--- src/hw/rtl/sha256_message_hasher_assert.svh ---
// Assertion macros shared by the SHA-256 hasher modules.
`ifndef SHA256_MESSAGE_HASHER_ASSERT_SVH
`define SHA256_MESSAGE_HASHER_ASSERT_SVH

// Same-cycle implication, sampled on clk, off while rst_n is low.
`define SHA_ASSERT_NOW(label, ante, cons, msg) \
    label: assert property (@(posedge clk) disable iff (!rst_n) (ante) |-> (cons)) \
        else $error(msg);

// Next-cycle implication, sampled on clk, off while rst_n is low.
`define SHA_ASSERT_NEXT(label, ante, cons, msg) \
    label: assert property (@(posedge clk) disable iff (!rst_n) (ante) |=> (cons)) \
        else $error(msg);

`endif

--- src/hw/rtl/sha256_pkg.sv ---
// Shared types and constants for the SHA-256 message hasher.
package sha256_pkg;

    localparam logic [7:0] PAD_MARKER    = 8'h80;
    localparam logic [5:0] LAST_BYTE_POS = 6'd63;
    localparam logic [5:0] LEN_POS       = 6'd56;
    localparam logic [5:0] LAST_ROUND    = 6'd63;
    localparam logic [2:0] LAST_WORD_IDX = 3'd7;

    localparam logic [31:0] HASH_INIT [8] = '{
        32'h6a09e667, 32'hbb67ae85, 32'h3c6ef372, 32'ha54ff53a,
        32'h510e527f, 32'h9b05688c, 32'h1f83d9ab, 32'h5be0cd19
    };

    localparam logic [31:0] ROUND_K [64] = '{
        32'h428a2f98, 32'h71374491, 32'hb5c0fbcf, 32'he9b5dba5,
        32'h3956c25b, 32'h59f111f1, 32'h923f82a4, 32'hab1c5ed5,
        32'hd807aa98, 32'h12835b01, 32'h243185be, 32'h550c7dc3,
        32'h72be5d74, 32'h80deb1fe, 32'h9bdc06a7, 32'hc19bf174,
        32'he49b69c1, 32'hefbe4786, 32'h0fc19dc6, 32'h240ca1cc,
        32'h2de92c6f, 32'h4a7484aa, 32'h5cb0a9dc, 32'h76f988da,
        32'h983e5152, 32'ha831c66d, 32'hb00327c8, 32'hbf597fc7,
        32'hc6e00bf3, 32'hd5a79147, 32'h06ca6351, 32'h14292967,
        32'h27b70a85, 32'h2e1b2138, 32'h4d2c6dfc, 32'h53380d13,
        32'h650a7354, 32'h766a0abb, 32'h81c2c92e, 32'h92722c85,
        32'ha2bfe8a1, 32'ha81a664b, 32'hc24b8b70, 32'hc76c51a3,
        32'hd192e819, 32'hd6990624, 32'hf40e3585, 32'h106aa070,
        32'h19a4c116, 32'h1e376c08, 32'h2748774c, 32'h34b0bcb5,
        32'h391c0cb3, 32'h4ed8aa4a, 32'h5b9cca4f, 32'h682e6ff3,
        32'h748f82ee, 32'h78a5636f, 32'h84c87814, 32'h8cc70208,
        32'h90befffa, 32'ha4506ceb, 32'hbef9a3f7, 32'hc67178f2
    };

    typedef struct packed {
        logic       shift_en;
        logic [7:0] shift_byte;
        logic       start;
        logic       init_hash;
        logic [2:0] rd_index;
    } core_ctrl_t;

    typedef struct packed {
        logic idle;
        logic done;
    } core_status_t;

endpackage

--- src/hw/rtl/sha256_byte_if.sv ---
// Handshake channel carrying one message byte beat.
interface sha256_byte_if;
    logic       valid;
    logic       ready;
    logic [7:0] data_byte;
    logic       byte_valid;
    logic       message_end;

    modport source (output valid, output data_byte, output byte_valid, output message_end,
                    input ready);
    modport sink (input valid, input data_byte, input byte_valid, input message_end,
                  output ready);
endinterface

--- src/hw/rtl/sha256_digest_if.sv ---
// Handshake channel carrying one digest word beat.
interface sha256_digest_if;
    logic        valid;
    logic        ready;
    logic [31:0] digest_word;
    logic [2:0]  word_index;
    logic        last_word;

    modport source (output valid, output digest_word, output word_index, output last_word,
                    input ready);
    modport sink (input valid, input digest_word, input word_index, input last_word,
                  output ready);
endinterface

--- src/hw/rtl/sha256_core.sv ---
// SHA-256 compression engine: byte shift-in window, one round per cycle, hash state.
`include "sha256_message_hasher_assert.svh"

module sha256_core (
    input  logic                      clk,
    input  logic                      rst_n,
    input  sha256_pkg::core_ctrl_t    ctrl,
    output sha256_pkg::core_status_t  status,
    output logic [31:0]               rd_word
);

    typedef enum logic [1:0] {C_IDLE, C_ROUND, C_ADD} core_state_t;

    core_state_t       state_reg, state_next;
    logic [5:0]        rnd_reg, rnd_next;
    logic [31:0]       hash_reg [8];
    logic [31:0]       hash_next [8];
    logic [31:0]       vars_reg [8];
    logic [31:0]       vars_next [8];
    // Element 15 holds the oldest schedule word, element 0 the newest.
    logic [15:0][31:0] win_reg, win_next;
    logic [31:0]       w_t, t1, t2;

    function automatic logic [31:0] rotr(input logic [31:0] x, input int unsigned n);
        rotr = (x >> n) | (x << (32 - n));
    endfunction

    function automatic logic [31:0] bsig0(input logic [31:0] x);
        bsig0 = rotr(x, 2) ^ rotr(x, 13) ^ rotr(x, 22);
    endfunction

    function automatic logic [31:0] bsig1(input logic [31:0] x);
        bsig1 = rotr(x, 6) ^ rotr(x, 11) ^ rotr(x, 25);
    endfunction

    function automatic logic [31:0] ssig0(input logic [31:0] x);
        ssig0 = rotr(x, 7) ^ rotr(x, 18) ^ (x >> 3);
    endfunction

    function automatic logic [31:0] ssig1(input logic [31:0] x);
        ssig1 = rotr(x, 17) ^ rotr(x, 19) ^ (x >> 10);
    endfunction

    always_comb
    begin
        if (rnd_reg[5:4] == 2'b00)
        begin
            w_t = win_reg[15];
        end
        else
        begin
            w_t = ssig1(win_reg[1]) + win_reg[6] + ssig0(win_reg[14]) + win_reg[15];
        end
        t1 = vars_reg[7] + bsig1(vars_reg[4])
             + ((vars_reg[4] & vars_reg[5]) ^ (~vars_reg[4] & vars_reg[6]))
             + sha256_pkg::ROUND_K[rnd_reg] + w_t;
        t2 = bsig0(vars_reg[0])
             + ((vars_reg[0] & vars_reg[1]) ^ (vars_reg[0] & vars_reg[2])
                ^ (vars_reg[1] & vars_reg[2]));
    end

    always_comb
    begin
        state_next = state_reg;
        rnd_next   = rnd_reg;
        win_next   = win_reg;
        for (int i = 0; i < 8; i++)
        begin
            hash_next[i] = hash_reg[i];
            vars_next[i] = vars_reg[i];
        end

        if (ctrl.shift_en)
        begin
            win_next = {win_reg[15][23:0], win_reg[14:0], ctrl.shift_byte};
        end
        if (ctrl.init_hash)
        begin
            for (int i = 0; i < 8; i++)
            begin
                hash_next[i] = sha256_pkg::HASH_INIT[i];
            end
        end

        unique case (state_reg)
            C_IDLE:
            begin
                if (ctrl.start)
                begin
                    for (int i = 0; i < 8; i++)
                    begin
                        vars_next[i] = hash_reg[i];
                    end
                    rnd_next   = '0;
                    state_next = C_ROUND;
                end
            end
            C_ROUND:
            begin
                win_next = {win_reg[14:0], w_t};
                for (int i = 1; i < 8; i++)
                begin
                    vars_next[i] = vars_reg[i - 1];
                end
                vars_next[4] = vars_reg[3] + t1;
                vars_next[0] = t1 + t2;
                rnd_next     = rnd_reg + 6'd1;
                if (rnd_reg == sha256_pkg::LAST_ROUND)
                begin
                    state_next = C_ADD;
                end
            end
            C_ADD:
            begin
                for (int i = 0; i < 8; i++)
                begin
                    hash_next[i] = hash_reg[i] + vars_reg[i];
                end
                state_next = C_IDLE;
            end
        endcase
    end

    always_ff @(posedge clk or negedge rst_n)
    begin
        if (!rst_n)
        begin
            state_reg <= C_IDLE;
            rnd_reg   <= '0;
            for (int i = 0; i < 8; i++)
            begin
                hash_reg[i] <= sha256_pkg::HASH_INIT[i];
            end
        end
        else
        begin
            state_reg <= state_next;
            rnd_reg   <= rnd_next;
            for (int i = 0; i < 8; i++)
            begin
                hash_reg[i] <= hash_next[i];
            end
        end
    end

    always_ff @(posedge clk)
    begin
        win_reg <= win_next;
        for (int i = 0; i < 8; i++)
        begin
            vars_reg[i] <= vars_next[i];
        end
    end

    assign status.idle = (state_reg == C_IDLE);
    assign status.done = (state_reg == C_ADD);
    assign rd_word     = hash_reg[ctrl.rd_index];

    `SHA_ASSERT_NOW(a_start_when_idle, ctrl.start, state_reg == C_IDLE, "start while busy")
    `SHA_ASSERT_NEXT(a_add_after_last, (state_reg == C_ROUND) && (rnd_reg == sha256_pkg::LAST_ROUND), state_reg == C_ADD, "no add after last round")
    `SHA_ASSERT_NEXT(a_idle_after_add, state_reg == C_ADD, (state_reg == C_IDLE) && (rnd_reg == 6'd0), "round count not back at zero")

endmodule

--- src/hw/rtl/sha256_message_hasher.sv ---
// A plain byte beat is taken in S_IDLE; each 64th byte starts 64 rounds and a hash
// add in the shared round unit, and message.ready stays low until they are done.
// Final beat: padding goes in 1 byte per cycle to the block end, which is compressed;
// both twice when 56 or more bytes are buffered; then 8 digest beats, 1 per cycle
// while digest.ready is high. Throughput is set by the one-round-per-cycle core.
// Reset (rst_n, async, active low) loads the initial hash and empties the block.
`include "sha256_message_hasher_assert.svh"

module sha256_message_hasher (
    input  logic                   clk,
    input  logic                   rst_n,
    sha256_byte_if.sink            message,
    sha256_digest_if.source        digest
);

    typedef enum logic [1:0] {S_IDLE, S_COMP, S_PAD, S_OUT} state_t;

    state_t      state_reg, state_next;
    logic [5:0]  count_reg, count_next;
    logic [60:0] total_reg, total_next;
    logic        end_pend_reg, end_pend_next;
    logic        pad_reg, pad_next;
    logic        marker_reg, marker_next;
    logic        lenphase_reg, lenphase_next;
    logic [2:0]  idx_reg, idx_next;

    sha256_pkg::core_ctrl_t   ctrl;
    sha256_pkg::core_status_t status;
    logic [31:0]              rd_word;

    logic [63:0] len_bits;
    logic [2:0]  len_sel;
    logic [7:0]  len_byte;
    logic [7:0]  pad_byte;

    sha256_core u_core (
        .clk    (clk),
        .rst_n  (rst_n),
        .ctrl   (ctrl),
        .status (status),
        .rd_word(rd_word)
    );

    // Length bytes go out most significant first at block positions 56..63.
    always_comb
    begin
        len_bits = {total_reg, 3'b000};
        len_sel  = ~count_reg[2:0];
        len_byte = len_bits[{len_sel, 3'b000} +: 8];
        if (!marker_reg)
        begin
            pad_byte = sha256_pkg::PAD_MARKER;
        end
        else if (lenphase_reg && (count_reg >= sha256_pkg::LEN_POS))
        begin
            pad_byte = len_byte;
        end
        else
        begin
            pad_byte = 8'h00;
        end
    end

    always_comb
    begin
        state_next    = state_reg;
        count_next    = count_reg;
        total_next    = total_reg;
        end_pend_next = end_pend_reg;
        pad_next      = pad_reg;
        marker_next   = marker_reg;
        lenphase_next = lenphase_reg;
        idx_next      = idx_reg;

        ctrl            = '0;
        ctrl.rd_index   = idx_reg;
        ctrl.shift_byte = message.data_byte;

        unique case (state_reg)
            S_IDLE:
            begin
                if (message.valid)
                begin
                    if (message.byte_valid)
                    begin
                        ctrl.shift_en = 1'b1;
                        total_next    = total_reg + 61'd1;
                        count_next    = count_reg + 6'd1;
                    end
                    if (message.byte_valid && (count_reg == sha256_pkg::LAST_BYTE_POS))
                    begin
                        ctrl.start    = 1'b1;
                        end_pend_next = message.message_end;
                        state_next    = S_COMP;
                    end
                    else if (message.message_end)
                    begin
                        pad_next    = 1'b1;
                        marker_next = 1'b0;
                        state_next  = S_PAD;
                    end
                end
            end
            S_COMP:
            begin
                if (status.done)
                begin
                    if (!pad_reg)
                    begin
                        if (end_pend_reg)
                        begin
                            pad_next    = 1'b1;
                            marker_next = 1'b0;
                            state_next  = S_PAD;
                        end
                        else
                        begin
                            state_next = S_IDLE;
                        end
                    end
                    else if (lenphase_reg)
                    begin
                        idx_next   = '0;
                        state_next = S_OUT;
                    end
                    else
                    begin
                        // marker spilled past the length field: pad one more block
                        lenphase_next = 1'b1;
                        state_next    = S_PAD;
                    end
                end
            end
            S_PAD:
            begin
                ctrl.shift_en   = 1'b1;
                ctrl.shift_byte = pad_byte;
                count_next      = count_reg + 6'd1;
                if (!marker_reg)
                begin
                    marker_next   = 1'b1;
                    lenphase_next = (count_reg < sha256_pkg::LEN_POS);
                end
                if (count_reg == sha256_pkg::LAST_BYTE_POS)
                begin
                    ctrl.start = 1'b1;
                    state_next = S_COMP;
                end
            end
            S_OUT:
            begin
                if (digest.ready)
                begin
                    idx_next = idx_reg + 3'd1;
                    if (idx_reg == sha256_pkg::LAST_WORD_IDX)
                    begin
                        ctrl.init_hash = 1'b1;
                        total_next     = '0;
                        count_next     = '0;
                        pad_next       = 1'b0;
                        end_pend_next  = 1'b0;
                        lenphase_next  = 1'b0;
                        state_next     = S_IDLE;
                    end
                end
            end
        endcase
    end

    always_ff @(posedge clk or negedge rst_n)
    begin
        if (!rst_n)
        begin
            state_reg    <= S_IDLE;
            count_reg    <= '0;
            total_reg    <= '0;
            end_pend_reg <= 1'b0;
            pad_reg      <= 1'b0;
            marker_reg   <= 1'b0;
            lenphase_reg <= 1'b0;
            idx_reg      <= '0;
        end
        else
        begin
            state_reg    <= state_next;
            count_reg    <= count_next;
            total_reg    <= total_next;
            end_pend_reg <= end_pend_next;
            pad_reg      <= pad_next;
            marker_reg   <= marker_next;
            lenphase_reg <= lenphase_next;
            idx_reg      <= idx_next;
        end
    end

    assign message.ready      = (state_reg == S_IDLE);
    assign digest.valid       = (state_reg == S_OUT);
    assign digest.digest_word = rd_word;
    assign digest.word_index  = idx_reg;
    assign digest.last_word   = (idx_reg == sha256_pkg::LAST_WORD_IDX);

    `SHA_ASSERT_NOW(a_no_overlap, message.ready, !digest.valid, "input taken while digest pending")
    `SHA_ASSERT_NEXT(a_idle_after_last,
        digest.valid && digest.ready && digest.last_word,
        message.ready && (count_reg == 6'd0) && (total_reg == 61'd0),
        "not reinitialised after digest")
    `SHA_ASSERT_NEXT(a_word_step,
        digest.valid && digest.ready && !digest.last_word,
        digest.valid && (digest.word_index == 3'($past(digest.word_index) + 3'd1)),
        "digest word skipped")
    `SHA_ASSERT_NOW(a_core_free, ctrl.start, status.idle, "compression started while busy")

endmodule

--- src/flat_wrapper.sv ---
// flat-port wrapper written by rule: the top's interface ports become plain ports
module sha256_message_hasher_flat 
  (clk, rst_n, message_valid, message_data_byte, message_byte_valid, message_message_end, message_ready, digest_valid, digest_digest_word, digest_word_index, digest_last_word, digest_ready);
  sha256_byte_if message_i ();
  sha256_digest_if digest_i ();
  input  logic clk;
  input  logic rst_n;
  input wire logic [$bits(message_i.valid)-1:0] message_valid;
  input wire logic [$bits(message_i.data_byte)-1:0] message_data_byte;
  input wire logic [$bits(message_i.byte_valid)-1:0] message_byte_valid;
  input wire logic [$bits(message_i.message_end)-1:0] message_message_end;
  output wire logic [$bits(message_i.ready)-1:0] message_ready;
  output wire logic [$bits(digest_i.valid)-1:0] digest_valid;
  output wire logic [$bits(digest_i.digest_word)-1:0] digest_digest_word;
  output wire logic [$bits(digest_i.word_index)-1:0] digest_word_index;
  output wire logic [$bits(digest_i.last_word)-1:0] digest_last_word;
  input wire logic [$bits(digest_i.ready)-1:0] digest_ready;
  assign message_i.valid = message_valid;
  assign message_i.data_byte = message_data_byte;
  assign message_i.byte_valid = message_byte_valid;
  assign message_i.message_end = message_message_end;
  assign message_ready = message_i.ready;
  assign digest_valid = digest_i.valid;
  assign digest_digest_word = digest_i.digest_word;
  assign digest_word_index = digest_i.word_index;
  assign digest_last_word = digest_i.last_word;
  assign digest_i.ready = digest_ready;
  sha256_message_hasher u_core (.clk(clk), .rst_n(rst_n), .message(message_i), .digest(digest_i));
endmodule
--- config.mk ---
export PLATFORM = sky130hd
export DESIGN_NAME = sha256_message_hasher_flat
export DESIGN_NICKNAME = d
export VERILOG_FILES = /design/src/hw/rtl/sha256_pkg.sv /design/src/hw/rtl/sha256_byte_if.sv /design/src/hw/rtl/sha256_digest_if.sv /design/src/hw/rtl/sha256_core.sv /design/src/hw/rtl/sha256_message_hasher.sv /design/src/flat_wrapper.sv
export VERILOG_INCLUDE_DIRS = /design/src /design/src/hw/rtl
export SDC_FILE = /design/constraint.sdc
export NUM_CORES = 2
export LEC_CHECK = 0
export ABC_CLOCK_PERIOD_IN_PS = 65800
export BUFFER_PORTS_ARGS = -buffer_cell sky130_fd_sc_hd__buf_2
export CAP_MARGIN = 20
export CORE_MARGIN = 5
export CORE_UTILIZATION = 50
export CTS_BUF_LIST = sky130_fd_sc_hd__clkbuf_16
export DETAILED_ROUTE_END_ITERATION = 10
export MAX_ROUTING_LAYER = met4
export PLACE_DENSITY_LB_ADDON = 0.1
export SYNTH_ARGS = -nofsm -noshare
export SYNTH_HDL_FRONTEND = slang
export SYNTH_SLANG_ARGS = --single-unit
--- constraint.sdc ---
create_clock -name clk -period 65.8 [get_ports clk]
set_input_delay 3.29 -clock clk [delete_from_list [all_inputs] [get_ports clk]]
set_output_delay 3.29 -clock clk [all_outputs]
set_load 0.1 [all_outputs]
==> results.py <==
metrics = {
    "timing": {
        "relSlewSlack_pct": 19.7,
        "min_period_ns": 11.88,
        "worst_slew_pin_slew_ns": 1.19,
        "finClkSkew_ns": 0.0469,
        "slew_viol_final": 0,
        "tns_ns": 0,
        "period_share_pct": 18.0,
        "hold_viol_final": 0,
        "fmax_mhz": 84.2,
        "setup_viol": 0,
        "rsz0062_at_grt": "no",
    },
    "clock_tree": {
        "cts_setup_buffers": 0,
        "cts_root_buffer": "clkbuf_16",
        "hold_buffers": 0,
        "clockBufferDepth": 3,
        "clock_latency_ns": 0.80,
        "cts_buffers": 132,
        "cts_tree": "done",
        "path_clk_slew_ns": 0.06,
        "cts_resized": 0,
        "clock_sinks": 1108,
        "htree_num_levels": 4,
    },
    "synthesis": {
        "synthArstFlopShare_pct": 30.7,
        "synth_flop_cell": "edfxtp_1",
        "ys_seq_elements": 1108,
        "synth.distinct_cells": 95,
        "synth_fp_nets": 7544,
        "synth-edff-count": 768,
        "syn_avg_cell_area_sq_um": 11.0,
        "ys_seq_area_share_pct": 41.7,
        "synth_cells": 6918,
        "netlist_area_sq_um": 76100,
        "yosys_warnings": 0,
    },
    "setup_path": {
        "crit_top_cell": "fa_1",
        "start_kind": "flip-flop",
        "crit_path_end": "u_core.u_core.vars_reg[0][31]",
        "crit_type": "flip-flop to flip-flop",
        "cp_max_fo": 5,
        "reg2reg_to": "u_core.u_core.vars_reg[0][31]",
        "regToRegSetupSlack_ns": 53.92,
        "cp.arrival_ns": 12.41,
        "ff2ff_path_depth": 45,
        "endpoint_kind": "flip-flop",
        "crit_path_top_delay_cell": "o41ai_1",
        "cp-startpoint": "u_core.u_core.win_reg[50]",
        "rr_startpoint": "u_core.u_core.win_reg[50]",
        "crit_path_max_incr_delay_ns": 0.51,
        "crit_required_ns": 66.34,
    },
    "final_layout": {
        "drive_gt1_share_pct": 19.5,
        "layout.cells.most_common_list": "mux2_2 (789), edfxtp_1 (768), inv_1 (470)",
        "post-route-cell-area_sq_um": 82700,
        "finish.utilization_pct": 54.5,
        "final_common_cell": "mux2_2",
        "area_growth_pct": 8.68,
        "multi_input_area_sq_um": 41600,
        "fillers": 13400,
        "regArea_sq_um": 31800,
        "largest_register_ffs": 512,
        "num-nets-final": 7467,
    },
    "global_routing": {
        "grt_pass1_vias": 51900,
        "grt.total_usage_pct": 30.7,
        "grt_pass1_wl_mm": 355,
        "grt_start_max_net_pins": 194,
        "grt_overflow": 0,
        "antenna_found_initial": 7,
    },
    "place": {
        "gp_congestion": 0.963,
        "placed_cell_area_sq_um": 78300,
        "port_buffers": 51,
        "dp_hpwl_mm": 178,
    },
    "die": {
        "num_io_pins": 52,
        "die-area_sq_um": 160000,
        "rows": 143,
        "die_w_um": 400,
        "start_util_pct": 50.2,
        "die_h_um": 400,
        "core_sq_um": 152000,
    },
    "detailed_routing": {
        "wirelength_mm": 243,
        "drt_first_pass_iters": 6,
        "drt_iter0_markers": 5976,
        "vias": 55400,
        "drc": 0,
        "wire_per_inst_um": 27.0,
        "ant_nets": 0,
        "vias_per_cell": 6.17,
    },
    "outcome": {
        "status": "complete, no violations",
    },
    "min_path": {
        "hp-class": "flip-flop to flip-flop",
    },
    "run": {
        "cap_violations": 0,
    },
}
## cell type report
type,count,area share (%)
diodes,2,0.00605
clock buffers,132,3.99
flip-flops and latches,1108,38.4
clock inverters,108,1.27
repair buffers,114,1.02
well taps,2030,3.07
multi-input cells,5051,50.3
inverters,434,1.98
## worst min path at each step
stage	depth (start not counted)	from	end	slack, ns
floorplan	2	u_core.u_core.hash_reg[223]	u_core.u_core.hash_reg[223]	0.46
global placement	2	u_core.u_core.hash_reg[223]	u_core.u_core.hash_reg[223]	0.48
detailed placement	1	u_core.count_reg[4]	u_core.count_reg[4]	0.49
CTS	2	u_core.u_core.hash_reg[223]	u_core.u_core.hash_reg[223]	0.51
global route	2	u_core.u_core.hash_reg[165]	u_core.u_core.hash_reg[165]	0.54
finish	1	u_core.count_reg[4]	u_core.count_reg[4]	0.51
## metrics by stage
| stage | std cells | hold WS (ns) | worst slack [ns] |
|---|---|---|---|
| after global placement | 8735 | 0.477 | 54.12 |
| after detailed placement | 8736 | 0.495 | 54.10 |
| after floorplan | 6918 | 0.456 | 24.74 |
| after CTS | 8976 | 0.512 | 54.03 |
| final | 8979 | 0.511 | 53.92 |
| after global routing | 8977 | 0.539 | 53.24 |
## synth_stat cells (25+ instances only)
library cell,instances,area (sq um)
nor2_1,376,1410
edfxtp_1,768,23100
dfstp_2,136,3570
buf_1,40,150
nand4_1,34,213
nor2b_1,54,338
ha_1,415,5190
or3_1,29,181
dfrtp_1,204,5100
a211oi_1,37,278
mux2_2,789,8880
mux4_2,81,1820
fa_1,197,3940
nand2b_1,60,375
xnor2_1,405,3550
clkbuf_1,283,1060
inv_1,432,1620
nand2_1,443,1660
a31oi_1,40,250
and3_1,32,200
o31ai_1,25,188
o21bai_1,53,398
a21o_1,191,1430
o21a_1,64,480
nand3_1,93,465
nor3_1,132,661
a21oi_1,456,2280
xor2_1,216,1890
o21ai_0,471,2360
## logic make-up after synthesis
kind of cell / count (synthesis) / synth area share, %
XOR/XNOR: 621 / 7.14
buffers and inverters: 759 / 3.76
multiplexers: 887 / 14.3
AND/OR/NAND/NOR: 1342 / 8.14
adder cells (fa/ha/maj): 616 / 12.1
AO/OA/AOI/OAI: 1585 / 12.9
flip-flops: 1108 / 41.7
## worst max-delay path, delay by kind of cell (launching register included)
family | cells | cell delay [ns]
buffers and inverters | 4 | 0.24
muxes | 1 | 0.26
xor gates and xnor gates | 6 | 1.10
AOI/OAI and AO/OA | 16 | 4.31
DFF | 1 | 0.49
adders and majority gates | 10 | 4.23
and+or+nand+nor | 8 | 0.99
## routing by layer
layer  share of wire [%]  vias up  track usage (%)
met5                   0        -                -
met3                 8.8      283             5.99
met4                 2.2        0             6.90
met1                  47    28000             47.0
li1                    -    25000                -
met2                  42     2141             42.0
Power is not shown: default switching activity piles up to over one toggle a cycle in this logic, so the estimate is an artifact.
